**config.mk**
```make
export PLATFORM = sky130hd
export DESIGN_NAME = sdtcn_ctrl
export DESIGN_NICKNAME = d
export VERILOG_FILES = /design/src/sdtcn_pkg.sv /design/src/sdtcn_ctrl.sv
export SDC_FILE = /design/constraint.sdc
export NUM_CORES = 1
export LEC_CHECK = 0
export BUFFER_PORTS_ARGS = -buffer_cell sky130_fd_sc_hd__buf_2
export CAP_MARGIN = 20
export CORE_MARGIN = 2
export CORE_UTILIZATION = 45
export CTS_CLUSTER_SIZE = 30
export DETAILED_ROUTE_END_ITERATION = 7
export PLACE_DENSITY = 0.77
export REMOVE_ABC_BUFFERS = 1
export SETUP_SLACK_MARGIN = 0.4
export SLEW_MARGIN = 20
export SYNTH_ARGS = -nofsm -noshare
export SYNTH_HDL_FRONTEND = slang
export SYNTH_SLANG_ARGS = --single-unit
```
**constraint.sdc**
```tcl
create_clock -name clk -period 4.35 [get_ports clk]
set_input_delay 0.2175 -clock clk [delete_from_list [all_inputs] [get_ports clk]]
set_output_delay 0.2175 -clock clk [all_outputs]
set_load 0.02 [all_outputs]
```
**src/sdtcn_pkg.sv**
```systemverilog
// shared types and constants of the streaming dilated tcn block
// word widths, weight layout offsets, operation codes, datapath command struct
`timescale 1ns / 1ps

package sdtcn_pkg;

  localparam int CHANNELS    = 16;
  localparam int LAYERS      = 7;
  localparam int HIST        = 512;
  localparam int KT          = 3;
  localparam int IN_CH       = 6;
  localparam int OUT_CH      = 6;
  localparam int WT_WORDS    = 2048;

  // operation carried in tuser of an input transfer
  localparam logic OP_LOAD   = 1'b0;
  localparam logic OP_SAMPLE = 1'b1;

  localparam int OFF_IF1 = 0;
  localparam int OFF_IB1 = OFF_IF1 + CHANNELS * IN_CH * KT;
  localparam int OFF_IF2 = OFF_IB1 + CHANNELS;
  localparam int OFF_IB2 = OFF_IF2 + CHANNELS * KT;
  localparam int OFF_IRF = OFF_IB2 + CHANNELS;
  localparam int OFF_IRB = OFF_IRF + CHANNELS * IN_CH;
  localparam int OFF_HF1 = OFF_IRB + CHANNELS;
  localparam int OFF_HB1 = OFF_HF1 + (LAYERS - 1) * CHANNELS * KT;
  localparam int OFF_HF2 = OFF_HB1 + (LAYERS - 1) * CHANNELS;
  localparam int OFF_HB2 = OFF_HF2 + (LAYERS - 1) * CHANNELS * KT;
  localparam int OFF_OF  = OFF_HB2 + (LAYERS - 1) * CHANNELS;
  localparam int OFF_OB  = OFF_OF + OUT_CH * CHANNELS;

  typedef logic signed [15:0] word_t;
  typedef word_t [IN_CH-1:0]  samp_t;
  typedef word_t [OUT_CH-1:0] pred_t;

  typedef enum logic [1:0] {SRC_CONST, SRC_IN, SRC_MID, SRC_HID} src_t;
  typedef enum logic [2:0] {FIN_NONE, FIN_MID, FIN_V, FIN_RES0, FIN_HID, FIN_OUT} fin_t;

  typedef struct packed {
    logic        term;
    logic        first;
    logic [10:0] wt_addr;
    src_t        src;
    logic [11:0] in_addr;
    logic [15:0] hs_addr;
    logic        capture;
    fin_t        fin;
    logic [15:0] wr_addr;
    logic [2:0]  out_idx;
    logic        push;
    logic [2:0]  push_ic;
    logic        load;
    logic        wt_we;
  } cmd_t;

endpackage

```
**src/sdtcn_ctrl.sv**
```systemverilog
// controller: sequences weight loads, sample push and every layer's dot products
// issues sdtcn_pkg::cmd_t to sdtcn_dp, holds ring head and history count
`timescale 1ns / 1ps

module sdtcn_ctrl (
  input  logic            clk,
  input  logic            rst_n,
  input  logic            in_tvalid,
  input  logic            op,
  output logic            in_tready,
  output logic            out_tvalid,
  input  logic            out_tready,
  output logic            warm,
  output sdtcn_pkg::cmd_t cmd
);
  import sdtcn_pkg::*;

  typedef enum logic [2:0] {ST_IDLE, ST_PUSH, ST_TERM, ST_DRAIN, ST_FIN, ST_DONE} st_t;
  typedef enum logic [2:0] {PH_L0A, PH_L0B, PH_L0R, PH_HA, PH_HB, PH_OUT} ph_t;

  st_t        st_r;
  ph_t        ph_r;
  logic [3:0] ch_r, a_r;
  logic [2:0] l_r;
  logic [1:0] tap_r;
  logic       sub_r, drn_r, warm_r;
  logic [8:0] head_r;
  logic [9:0] seen_r;

  logic [3:0] a_max;
  logic [1:0] tap_max;
  logic [7:0] dil, dly;
  logic       tap_ok;
  logic [8:0] pos;
  logic [2:0] lm1;
  int         chi, ai, kw, fi;

  always_comb begin
    case (ph_r)
      PH_L0A:  begin a_max = 4'(IN_CH - 1);    tap_max = 2'(KT - 1); end
      PH_L0R:  begin a_max = 4'(IN_CH - 1);    tap_max = 2'd0;       end
      PH_OUT:  begin a_max = 4'(CHANNELS - 1); tap_max = 2'd0;       end
      default: begin a_max = 4'd0;             tap_max = 2'(KT - 1); end
    endcase
    dil = 8'd1 << l_r;
    case (tap_r)
      2'd0:    dly = 8'd0;
      2'd1:    dly = dil;
      default: dly = dil << 1;
    endcase
    tap_ok = {2'b00, dly} < seen_r;
    pos = head_r - {1'b0, dly};
    lm1 = l_r - 3'd1;
    chi = int'(ch_r);
    ai  = int'(a_r);
    kw  = KT - 1 - int'(tap_r);
    fi  = int'(lm1);

    cmd = '0;
    cmd.src = SRC_CONST;
    cmd.fin = FIN_NONE;
    case (st_r)
      ST_IDLE: begin
        cmd.wt_we = in_tvalid & ~op;
        cmd.load  = in_tvalid & op;
      end
      ST_PUSH: begin
        cmd.push    = 1'b1;
        cmd.push_ic = a_r[2:0];
        cmd.in_addr = {a_r[2:0], head_r};
      end
      ST_TERM: begin
        cmd.term  = sub_r ? tap_ok : 1'b1;
        cmd.first = ~sub_r;
        case (ph_r)
          PH_L0A: begin
            cmd.wt_addr = sub_r ? 11'(OFF_IF1 + (chi * IN_CH + ai) * KT + kw)
                                : 11'(OFF_IB1 + chi);
            cmd.src     = sub_r ? SRC_IN : SRC_CONST;
            cmd.in_addr = {a_r[2:0], pos};
          end
          PH_L0B: begin
            cmd.wt_addr = sub_r ? 11'(OFF_IF2 + chi * KT + kw) : 11'(OFF_IB2 + chi);
            cmd.src     = sub_r ? SRC_MID : SRC_CONST;
            cmd.hs_addr = {3'd0, ch_r, pos};
          end
          PH_L0R: begin
            cmd.wt_addr = sub_r ? 11'(OFF_IRF + chi * IN_CH + ai) : 11'(OFF_IRB + chi);
            cmd.src     = sub_r ? SRC_IN : SRC_CONST;
            cmd.in_addr = {a_r[2:0], head_r};
          end
          PH_HA: begin
            cmd.wt_addr = sub_r ? 11'(OFF_HF1 + (fi * CHANNELS + chi) * KT + kw)
                                : 11'(OFF_HB1 + fi * CHANNELS + chi);
            cmd.src     = sub_r ? SRC_HID : SRC_CONST;
            cmd.hs_addr = {lm1, ch_r, pos};
          end
          PH_HB: begin
            cmd.wt_addr = sub_r ? 11'(OFF_HF2 + (fi * CHANNELS + chi) * KT + kw)
                                : 11'(OFF_HB2 + fi * CHANNELS + chi);
            cmd.src     = sub_r ? SRC_MID : SRC_CONST;
            // bias cycle also fetches the identity residual
            cmd.capture = ~sub_r;
            cmd.hs_addr = sub_r ? {l_r, ch_r, pos} : {lm1, ch_r, head_r};
          end
          default: begin
            cmd.wt_addr = sub_r ? 11'(OFF_OF + chi * CHANNELS + ai) : 11'(OFF_OB + chi);
            cmd.src     = sub_r ? SRC_HID : SRC_CONST;
            cmd.hs_addr = {3'(LAYERS - 1), a_r, head_r};
          end
        endcase
      end
      ST_FIN: begin
        cmd.out_idx = ch_r[2:0];
        case (ph_r)
          PH_L0A:  begin cmd.fin = FIN_MID;  cmd.wr_addr = {3'd0, ch_r, head_r}; end
          PH_L0B:  cmd.fin = FIN_V;
          PH_L0R:  begin cmd.fin = FIN_RES0; cmd.wr_addr = {3'd0, ch_r, head_r}; end
          PH_HA:   begin cmd.fin = FIN_MID;  cmd.wr_addr = {l_r, ch_r, head_r}; end
          PH_HB:   begin cmd.fin = FIN_HID;  cmd.wr_addr = {l_r, ch_r, head_r}; end
          default: cmd.fin = FIN_OUT;
        endcase
      end
      default: ;
    endcase
  end

  always_ff @(posedge clk) begin
    if (!rst_n) begin
      st_r   <= ST_IDLE;
      ph_r   <= PH_L0A;
      ch_r   <= 4'd0;
      a_r    <= 4'd0;
      l_r    <= 3'd0;
      tap_r  <= 2'd0;
      sub_r  <= 1'b0;
      drn_r  <= 1'b0;
      warm_r <= 1'b0;
      head_r <= 9'(HIST - 1);
      seen_r <= 10'd0;
    end else begin
      case (st_r)
        ST_IDLE: begin
          if (in_tvalid && op) begin
            warm_r <= seen_r >= 10'(HIST);
            head_r <= head_r + 9'd1;
            if (seen_r < 10'(HIST)) seen_r <= seen_r + 10'd1;
            a_r  <= 4'd0;
            st_r <= ST_PUSH;
          end
        end
        ST_PUSH: begin
          if (a_r == 4'(IN_CH - 1)) begin
            a_r   <= 4'd0;
            tap_r <= 2'd0;
            sub_r <= 1'b0;
            ch_r  <= 4'd0;
            l_r   <= 3'd0;
            ph_r  <= PH_L0A;
            st_r  <= ST_TERM;
          end else begin
            a_r <= a_r + 4'd1;
          end
        end
        ST_TERM: begin
          if (!sub_r) begin
            sub_r <= 1'b1;
            a_r   <= 4'd0;
            tap_r <= 2'd0;
          end else if (tap_r == tap_max) begin
            tap_r <= 2'd0;
            if (a_r == a_max) begin
              drn_r <= 1'b0;
              st_r  <= ST_DRAIN;
            end else begin
              a_r <= a_r + 4'd1;
            end
          end else begin
            tap_r <= tap_r + 2'd1;
          end
        end
        ST_DRAIN: begin
          if (drn_r) st_r <= ST_FIN;
          else drn_r <= 1'b1;
        end
        ST_FIN: begin
          sub_r <= 1'b0;
          st_r  <= ST_TERM;
          case (ph_r)
            PH_L0A: begin
              if (ch_r == 4'(CHANNELS - 1)) begin
                ch_r <= 4'd0;
                ph_r <= PH_L0B;
              end else ch_r <= ch_r + 4'd1;
            end
            PH_L0B: ph_r <= PH_L0R;
            PH_L0R: begin
              if (ch_r == 4'(CHANNELS - 1)) begin
                ch_r <= 4'd0;
                l_r  <= 3'd1;
                ph_r <= PH_HA;
              end else begin
                ch_r <= ch_r + 4'd1;
                ph_r <= PH_L0B;
              end
            end
            PH_HA: begin
              if (ch_r == 4'(CHANNELS - 1)) begin
                ch_r <= 4'd0;
                ph_r <= PH_HB;
              end else ch_r <= ch_r + 4'd1;
            end
            PH_HB: begin
              if (ch_r == 4'(CHANNELS - 1)) begin
                ch_r <= 4'd0;
                if (l_r == 3'(LAYERS - 1)) ph_r <= PH_OUT;
                else begin
                  l_r  <= l_r + 3'd1;
                  ph_r <= PH_HA;
                end
              end else ch_r <= ch_r + 4'd1;
            end
            default: begin
              if (ch_r == 4'(OUT_CH - 1)) st_r <= ST_DONE;
              else ch_r <= ch_r + 4'd1;
            end
          endcase
        end
        ST_DONE: begin
          if (out_tready) st_r <= ST_IDLE;
        end
        default: st_r <= ST_IDLE;
      endcase
    end
  end

  assign in_tready  = (st_r == ST_IDLE);
  assign out_tvalid = (st_r == ST_DONE);
  assign warm       = warm_r;

  a_seen_bound: assert property (@(posedge clk) disable iff (!rst_n)
    seen_r <= 10'(HIST)) else $error("history count past depth");
  a_head_step: assert property (@(posedge clk) disable iff (!rst_n)
    (in_tvalid && in_tready && op) |=> (head_r == $past(head_r) + 9'd1) && st_r == ST_PUSH)
    else $error("sample accept did not advance ring head");
  a_load_idle: assert property (@(posedge clk) disable iff (!rst_n)
    (in_tvalid && in_tready && !op) |=> st_r == ST_IDLE && $stable(head_r))
    else $error("weight load disturbed sequencer");
  a_fin_drained: assert property (@(posedge clk) disable iff (!rst_n)
    (st_r == ST_FIN) |-> $past(st_r) == ST_DRAIN && $past(st_r, 2) == ST_DRAIN)
    else $error("finish before mac pipeline drained");
endmodule

```
### Word level (Yosys, flattened, before mapping)

Cells that the tools add are included.

* bits in read-only memories: 0
* register bits: 41
* bits in latches: 0
* memories kept: 0
* RAM bits: 0
* input bits: 5

* divide/modulo/power cells: 0
* shift-type cells: 1
* muxes and demuxes: 69
* reduce and logical (&&, ||, !) cells: 25
* add/sub/neg operators: 30
* magnitude comparators: 3
* multiply operators: 4
* equality and inequality tests: 35
* bitwise operators: 4

Operator list (number)
* two-way mux 11 bit: 6
* case mux 13 bit (5 select lines): 1
* case mux 16 bit (4 select lines): 1
* two-way mux 3 bit: 16
* case mux 12 bit (2 select lines): 2
* adder 11 x 3 -> 11 bit: 4
* two-way mux 4 bit: 9
* adder 11 x 4 -> 11 bit: 3
* adder 32 x 5 -> 32 bit: 1
* multiplier 32 x 3 -> 11 bit (second input constant): 1
* case mux 16 bit (2 select lines): 1
* adder 9 x 4 -> 10 bit (first input constant): 3
* inequality test 3 bit (second input constant): 9
* case mux 4 bit (2 select lines): 3
* two-way mux 22 bit: 1
* case mux 3 bit (2 select lines): 3
* case mux 3 bit (6 select lines): 1
* two-way mux 17 bit: 1
* two-way mux 16 bit: 1
* two-way mux 2 bit: 8
* case mux 8 bit (2 select lines): 1
* equality test 3 bit (second input constant): 5
* two-way mux 15 bit: 1
* case mux 3 bit (5 select lines): 1
* other kinds (55): 88

### Logic depth before layout (Yosys ltp)

Gate-level depths: netlist of run 1.

* depth in word-level cells: 8
* gate-level depth with buffers: 21
* gate-level depth less buffers: 20

### Worst setup path after synthesis of run 1

No wires, ideal clock.

* kind: register to output
* start point: reg ch_r[0]
* end point: out cmd[66] in the netlist's numbering
* arrival: 4.655 ns
* path slack: -0.523 ns
* path buffers: 0
* stages on the path, launching flop included: 17
* required time: 4.133 ns
* cells stage by stage: dfxtp_1 -> ha_1 -> fa_1 -> ha_1 -> a21oi_1 -> xnor2_1 -> ha_1 -> inv_1 -> fa_1 -> inv_1 -> ha_1 -> o21a_1 -> o31a_1 -> o311ai_0 -> o211a_1 -> a221oi_1 -> a211oi_1

RTL lines
* from (decl): line sdtcn_ctrl.sv:23 `logic [3:0] ch_r, a_r;`
* from (signal assigned): line sdtcn_ctrl.sv:194 `end else ch_r <= ch_r + 4'd1;`
* from (signal assigned): line sdtcn_ctrl.sv:203 `ch_r <= ch_r + 4'd1;`
* from (signal assigned): line sdtcn_ctrl.sv:211 `end else ch_r <= ch_r + 4'd1;`
* to (decl): line sdtcn_ctrl.sv:14 `output sdtcn_pkg::cmd_t cmd`

==> results.toml, run 1 <==
[layout]
diodes = 0
nFillCells = 1330
syn_to_final_growth_pct = 23.3
multi_input_area_sq_um = 5610
nets = 1117
drive_above_1_share_pct = 23.7
seqCellArea_sq_um = 827

[detailed_routing]
vias = 7022
antenna_left = 0
drc = 0
viasPerCell = 5.90
drtPass1Iterations = 6
drtIter0Drc = 630
finalWirelength_um = 21200
post_drt_wl_per_cell_um = 17.8

[timing]
fmax_ghz = 0.209
setup_ws_ns = -0.434
finClkSkew_ns = 0.00238
period_minus_slack_ns = 4.78
finalHoldViolCount = 0
worst_pin_slew_ns = 0.975
finalCritPeriodShare_pct = 110
rsz0062_at_grt = "true"
slew_viol_final = 0
fin_tns_setup_ns = -1.90
setup_viol = 6
slew_headroom_pct = 34.9

[clocking]
cts_root_buffer = "clkbuf_16"
cts_buffers = 5
cts_hold_buffers = 0
clk_latency_ns = 0.29
clk_pin_slew_ns = 0.06
cts_tree = "yes"
htreeDepth = 2
cts.path.max_buffers = 2
clkSinkCount = 41

[synthesis]
syn_area_per_cell_sq_um = 7.35
ys_ff_latch = 41
synth_ff_type = "dfxtp_1"
synth_edf_count = 0
ys_seq_area_share_pct = 12.5
postSynthCellCount = 890
synth_cell_types = 82
ys_warn_count = 0
ys_async_sr_fraction_pct = 0
netlist_area_sq_um = 6540

[critical_path]
crit_family = "adder cells"
cpPeakStageDelay_ns = 0.57
crit_type = "reg2out"
arrival_ns = 4.57
slowest_stage = "fa_2"
path_max_fanout = 5
required_ns = 4.13
worstSetupStartpointType = "flip-flop"
reg2reg_from = "ph_r[0]"
crit_chain = "ha_4 > fa_2 > ha_4 > buf_6 > xor2_4 > ha_4 > inv_2 > fa_1 > inv_2 > ha_4 > nor2b_4 > o31a_1 > or4_4 > o211a_1 > a221oi_2 > a211oi_2 > buf_4"
path_buf_inv = 4
critPathMostFrequentCell = "ha_4"
setup.worst_path.start = "ch_r[1]"
critPathCaptureType = "output pin"

[die]
initial_utilization_pct = 45.5
fp.dieArea_sq_um = 15500
fp.dieH_um = 125
ios = 80
fp.coreArea_sq_um = 14400
die_x_um = 125
rows = 44

[power_and_ir_drop]
clockPowerShare_pct = 21.9
p_int_uw = 948
combPwrFrac_pct = 49.8
p_leak_uw = 0.00373
switching_share_pct = 45.4
vdd_drop_max_mv = 0.378
seqPwrFrac_pct = 28.3
power_switching_uw = 789
powerDensity_nw_per_um2 = 215

[grt]
antenna_found_initial = 0
grt.total_usage_pct = 26.3
grt-ovfl-total = 0
grt_pass1_wl_um = 33600
first_global_vias = 6597
grt_max_degree = 41

[place]
dp_hpwl_um = 15700
port_buffers = 79
gp_congestion = 0.982
dp_worst_setup_slack_ns = -0.348

[worst_hold_path]
holdCritStartpoint = "rst_n"
hp-class = "in2reg"

[status]
outcome = "complete, but fails checks"
failed_checks = "setup timing"

[job]
drv_cap = 0
-- synthesized netlist by cell type, types with 4 or more instances --
master | n | area share [%]
a21o_1 | 14 | 1.6
nand4_1 | 9 | 0.86
o21ai_0 | 59 | 4.5
or3_1 | 6 | 0.57
fa_1 | 16 | 4.9
dfxtp_1 | 41 | 13
a21oi_1 | 63 | 4.8
nand3_1 | 24 | 1.8
and3_1 | 25 | 2.4
or2_2 | 4 | 0.38
ha_1 | 90 | 17
a21boi_0 | 7 | 0.80
xnor2_1 | 38 | 5.1
nor3b_1 | 4 | 0.46
o211ai_1 | 4 | 0.46
o31ai_1 | 6 | 0.69
xor2_1 | 20 | 2.7
mux2i_1 | 9 | 1.4
buf_2 | 5 | 0.38
nor2b_1 | 16 | 1.5
a21boi_1 | 5 | 0.57
a211oi_1 | 9 | 1.0
nor2_1 | 67 | 3.8
a22o_1 | 8 | 1.1
inv_1 | 82 | 4.7
o21a_1 | 6 | 0.69
nand2_1 | 92 | 5.3
nor3_1 | 13 | 0.99
clkbuf_1 | 27 | 1.5
nand2b_1 | 10 | 0.96
a31oi_1 | 12 | 1.1
and2_1 | 18 | 1.7
-- metrics by stage --
stage,utilization [%],hold WS [ns],std cells,total power [uW],area (sq um)
floorplan,-,0.279,852,1060,6360
global placement,51.6,0.482,1171,1300,7410
detailed placement,51.6,0.495,1171,1310,7410
CTS,55.1,0.417,1188,1710,7920
global route,56.1,0.437,1190,1830,8070
finish,56.1,0.417,1190,1740,8070
-- placed cells by master, fill, tap and decap left out, types with 6 or more instances in the layout --
master     n
nor2_1    66
fa_1      12
a22o_1     8
inv_2      8
mux2i_1    9
a31oi_1   12
or3_1      6
dfxtp_1   38
nand4_1    9
a21boi_0   7
xnor2_1   36
a21o_1    14
nand3_1   23
nand2_1   92
buf_6      6
a21oi_1   57
nor2b_1   13
xor2_1    17
and2_1    17
o21a_1     6
nor3_1    13
buf_4     68
inv_1     75
ha_1      76
ha_4      12
buf_2     73
nand2b_1  10
o21ai_0   55
and3_1    25
-- registers in the layout (all words and copies together), names as in the netlist, 2 cells and up --
signal	flops
ph_r	3
tap_r	2
st_r	3
head_r	9
ch_r	4
l_r	3
a_r	4
seen_r	10
-- cell families (layout without fill, tap and decap cells) --
logic type | Yosys count | count (layout) | synth area share [%]
and+or+nand+nor | 312 | 312 | 24.1
AOI/OAI and AO/OA | 237 | 237 | 23.5
buffers and inverters | 122 | 238 | 7.56
adders and majority gates | 107 | 107 | 22.3
xor gates and xnor gates | 58 | 58 | 7.77
DFF | 41 | 41 | 12.5
muxes | 13 | 13 | 2.24
-- power groups by stage --
stage	logic (uW)	registers [uW]	clock network [uW]
finish	865	492	380
global route	934	501	398
CTS	840	490	385
detailed placement	816	498	0
global placement	807	496	0
floorplan	571	487	0
-- metal layers --
layer | routed length [um] | global-route usage (%)
met5 | 0 | 0
met4 | 506 | 8.79
met3 | 1650 | 4.21
met2 | 9690 | 43.1
met1 | 9350 | 35.3
-- repair_timing --
item / CTS / global route
cloned: 0 / 0
setup endpoints to repair: 9 / 14
setup buffers: 10 / 2
gates resized for setup: 64 / 26
pin swaps: 32 / 26
-- path summary, 6_finish.rpt --
kind                             endpoint  cells after the start  slack, ns
worst max-delay path              cmd[66]                     17      -0.43
worst min-delay path            head_r[3]                      2       0.42
worst max register to register    st_r[0]                      6       1.49
worst min register to register      drn_r                      2       0.51
-- layout make-up --
type                    count  area share [%]
multi-input cells         727            69.5
repair buffers            147            11.7
flip-flops and latches     41            10.3
inverters                  84            3.91
well taps                 184            2.85
clock buffers               7            1.77
No activity file was read; power rests on OpenSTA's default activity.
==> inputs of run 2 (changes only) <==
- ABC_AREA: default -> 1
- CORE_MARGIN: 2 -> default
==> run 2 against run 1 <==
Compared with the run above: the flow still finishes with violations (setup timing); clock power fell by 3%; design area fell by 0.70%; first-iteration DRC count rose by 2.4%; routed wire length grew 0.80%; critical path depth grew 4; sequential cell count unchanged; sequential power is 15% higher; register-to-register slack gained 0.62 ns; critical endpoint unchanged; largest cell class unchanged; highest routed layer unchanged.
==> results.toml, run 2 <==
[timing]
slew_headroom_pct = 52.7
period_minus_slack_ns = 4.41
hold_slack_ns = 0.381
setup_viol = 5
worst_pin_slew_ns = 0.708
rsz0062_at_grt = "true"
finalCritPeriodShare_pct = 101
setup_ws_ns = -0.0568
slew_viol_final = 0
finalHoldViolCount = 0
fmax_ghz = 0.227
finClkSkew_ns = 0.00641

[place]
dp_worst_setup_slack_ns = -0.0622
place_area_sq_um = 7330
gp_congestion = 0.949
port_buffers = 79
dp_hpwl_um = 16400
dp.cells = 1344

[synthesis]
syn_area_per_cell_sq_um = 6.14
synth_commonest_cells = "238 x nand2_1, 169 x inv_1, 101 x nor2_1, 90 x ha_1, 88 x nand3_1"
ys_async_sr_fraction_pct = 0
netlist_area_sq_um = 6660
ys_warn_count = 0
ys_ff_latch = 41
synth_edf_count = 0
ys_seq_area_share_pct = 12.3
postSynthCellCount = 1084
yosys-top-cells-area = "ha_1 17%, nand2_1 13%, dfxtp_1 12%"
yosys.area.top_type_share_pct = 16.9
yosysMostFrequentCell = "nand2_1"
synth_cell_types = 50
synth_top_area_cell = "ha_1"
synth_ff_type = "dfxtp_1"

[layout]
reg_top3 = "seen_r (10), head_r (9)"
diodes = 0
nets = 1289
final_common_cell = "nand2_1"
fin_area_sq_um = 8010
multi_input_area_sq_um = 5450
fin_cells = 1363
final_cell_mix = "225 x nand2_1, 154 x inv_1, 94 x nor2_1"
syn_to_final_growth_pct = 20.3
seqCellArea_sq_um = 828
largest_reg_flops = 10
nFillCells = 1465
drive_above_1_share_pct = 20.8
max_flop_register = "seen_r"

[critical_path]
crit_chain = "buf_6 > fa_2 > ha_4 > nand2_4 > nand3_4 > nand3_4 > xor2_2 > inv_2 > ha_4 > inv_2 > fa_1 > inv_2 > ha_4 > nand2_4 > or2_4 > nand4_1 > nand3_1 > nand2_1 > nor2_1 > a21oi_1 > buf_4"
rrSetupSlack_ns = 2.11
reg2reg_from = "st_r[2]"
slowest_stage = "fa_2"
cpPeakStageDelay_ns = 0.60
setup.worst_path.start = "ch_r[1]"
path_buf_inv = 5
crit_family = "adder cells"
critPathCaptureType = "output pin"
rr_worst_depth = 11
path_max_fanout = 5
r2r-end = "st_r[1]"
crit_type = "reg2out"
required_ns = 4.13
worstSetupStartpointType = "flip-flop"
arrival_ns = 4.19

[clocking]
cts.path.max_buffers = 2
htreeDepth = 2
clk_latency_ns = 0.29
cts_root_buffer = "clkbuf_16"
cts_tree = "yes"
clk_pin_slew_ns = 0.06
clkSinkCount = 41
cts_buffers = 5

[detailed_routing]
vias = 7538
post_drt_wl_per_cell_um = 15.7
finalWirelength_um = 21400
antenna_left = 0
drtIter0Drc = 645
drtPass1Iterations = 6
drc = 0
viasPerCell = 5.53

[die]
die_x_um = 124
fp.dieArea_sq_um = 15300
ios = 80
rows = 44
fp.coreArea_sq_um = 14500
initial_utilization_pct = 46.0
fp.dieH_um = 124

[power_and_ir_drop]
powerDensity_nw_per_um2 = 609
p_int_uw = 2080
p_leak_uw = 0.00407
combPwrFrac_pct = 80.9
seqPwrFrac_pct = 11.6
switching_share_pct = 57.4
power_switching_uw = 2800
vdd_drop_max_mv = 0.462
clockPowerShare_pct = 7.5
finalPower_uw = 4880

[grt]
grt_max_degree = 28
grt-ovfl-total = 0
busiest_layer = "met2"
use_met2_pct = 49.1
grt.total_usage_pct = 28.6
grtUsageMet1_pct = 37.4
grt_util_met3_pct = 3.07
antenna_found_initial = 0
grt_pass1_wl_um = 34200
first_global_vias = 7009

[status]
failed_checks = "setup timing"
outcome = "complete, but fails checks"

[worst_hold_path]
hp-class = "in2reg"
whs_path_depth = 2
holdPathEnd = "head_r[6]"
holdCritStartpoint = "rst_n"

[job]
drv_cap = 0
## run 2: cell count changes after synthesis, sizes merged, moves of 25 or more
cell / previous run / this run
nor2: 72 / 113
xnor2: 38 / 11
nand2: 92 / 248
nand3: 25 / 91
and3: 25 / 0
inv: 83 / 181
## run 2: how the worst max path moves through the flow
stage,endpoint,depth (start not counted)
floorplan,cmd[68],20
global placement,cmd[68],21
detailed placement,cmd[68],21
CTS,cmd[69],23
global route,cmd[69],24
finish,cmd[66],21
## run 2: what timing repair did
item / 4_1_cts / 5_1_grt
pin swaps: 34 / 24
buffers inserted: 6 / 5
setup endpoints to repair: 9 / 9
hold buffers: 0 / 0
cloned: 0 / 0
resized for setup: 63 / 53
## run 2: cells by family after synthesis
group                    Yosys count  share of synthesized area, %
adder cells (fa/ha/maj)          106                          21.7
buffers and inverters            205                          11.9
AO/OA/AOI/OAI                    209                          17.7
XOR/XNOR                          25                          3.40
flip-flops                        41                          12.3
AND/OR/NAND/NOR                  498                          32.9
## run 2: area by class of cell
type	instances	share of cell area (%)
clock inverters	2	0.125
flip-flops and latches	41	10.3
inverters	182	8.56
clock buffers	6	1.61
multi-input cells	838	68.0
well taps	184	2.87
repair buffers	110	8.50
## run 2: per-stage QoR
stage / setup TNS, ns / util [%]
floorplan: -0.120 / -
CTS: -0.140 / 53.7
global placement: 0 / 50.6
finish: -0.140 / 55.3
global route: -1.21 / 55.3
detailed placement: -0.146 / 50.6
## run 2: routing by layer
layer,part of all wire [%],wire [um]
met3,6.9,1480
met1,44,9370
met2,47,9960
met5,0,0
met4,2.6,550
## run 2: power groups by stage
stage	logic (uW)	registers [uW]	clock network [uW]
floorplan	2760	549	0
finish	3950	566	367
detailed placement	3660	563	0
CTS	3800	558	374
global placement	3620	562	0
global route	4440	576	389
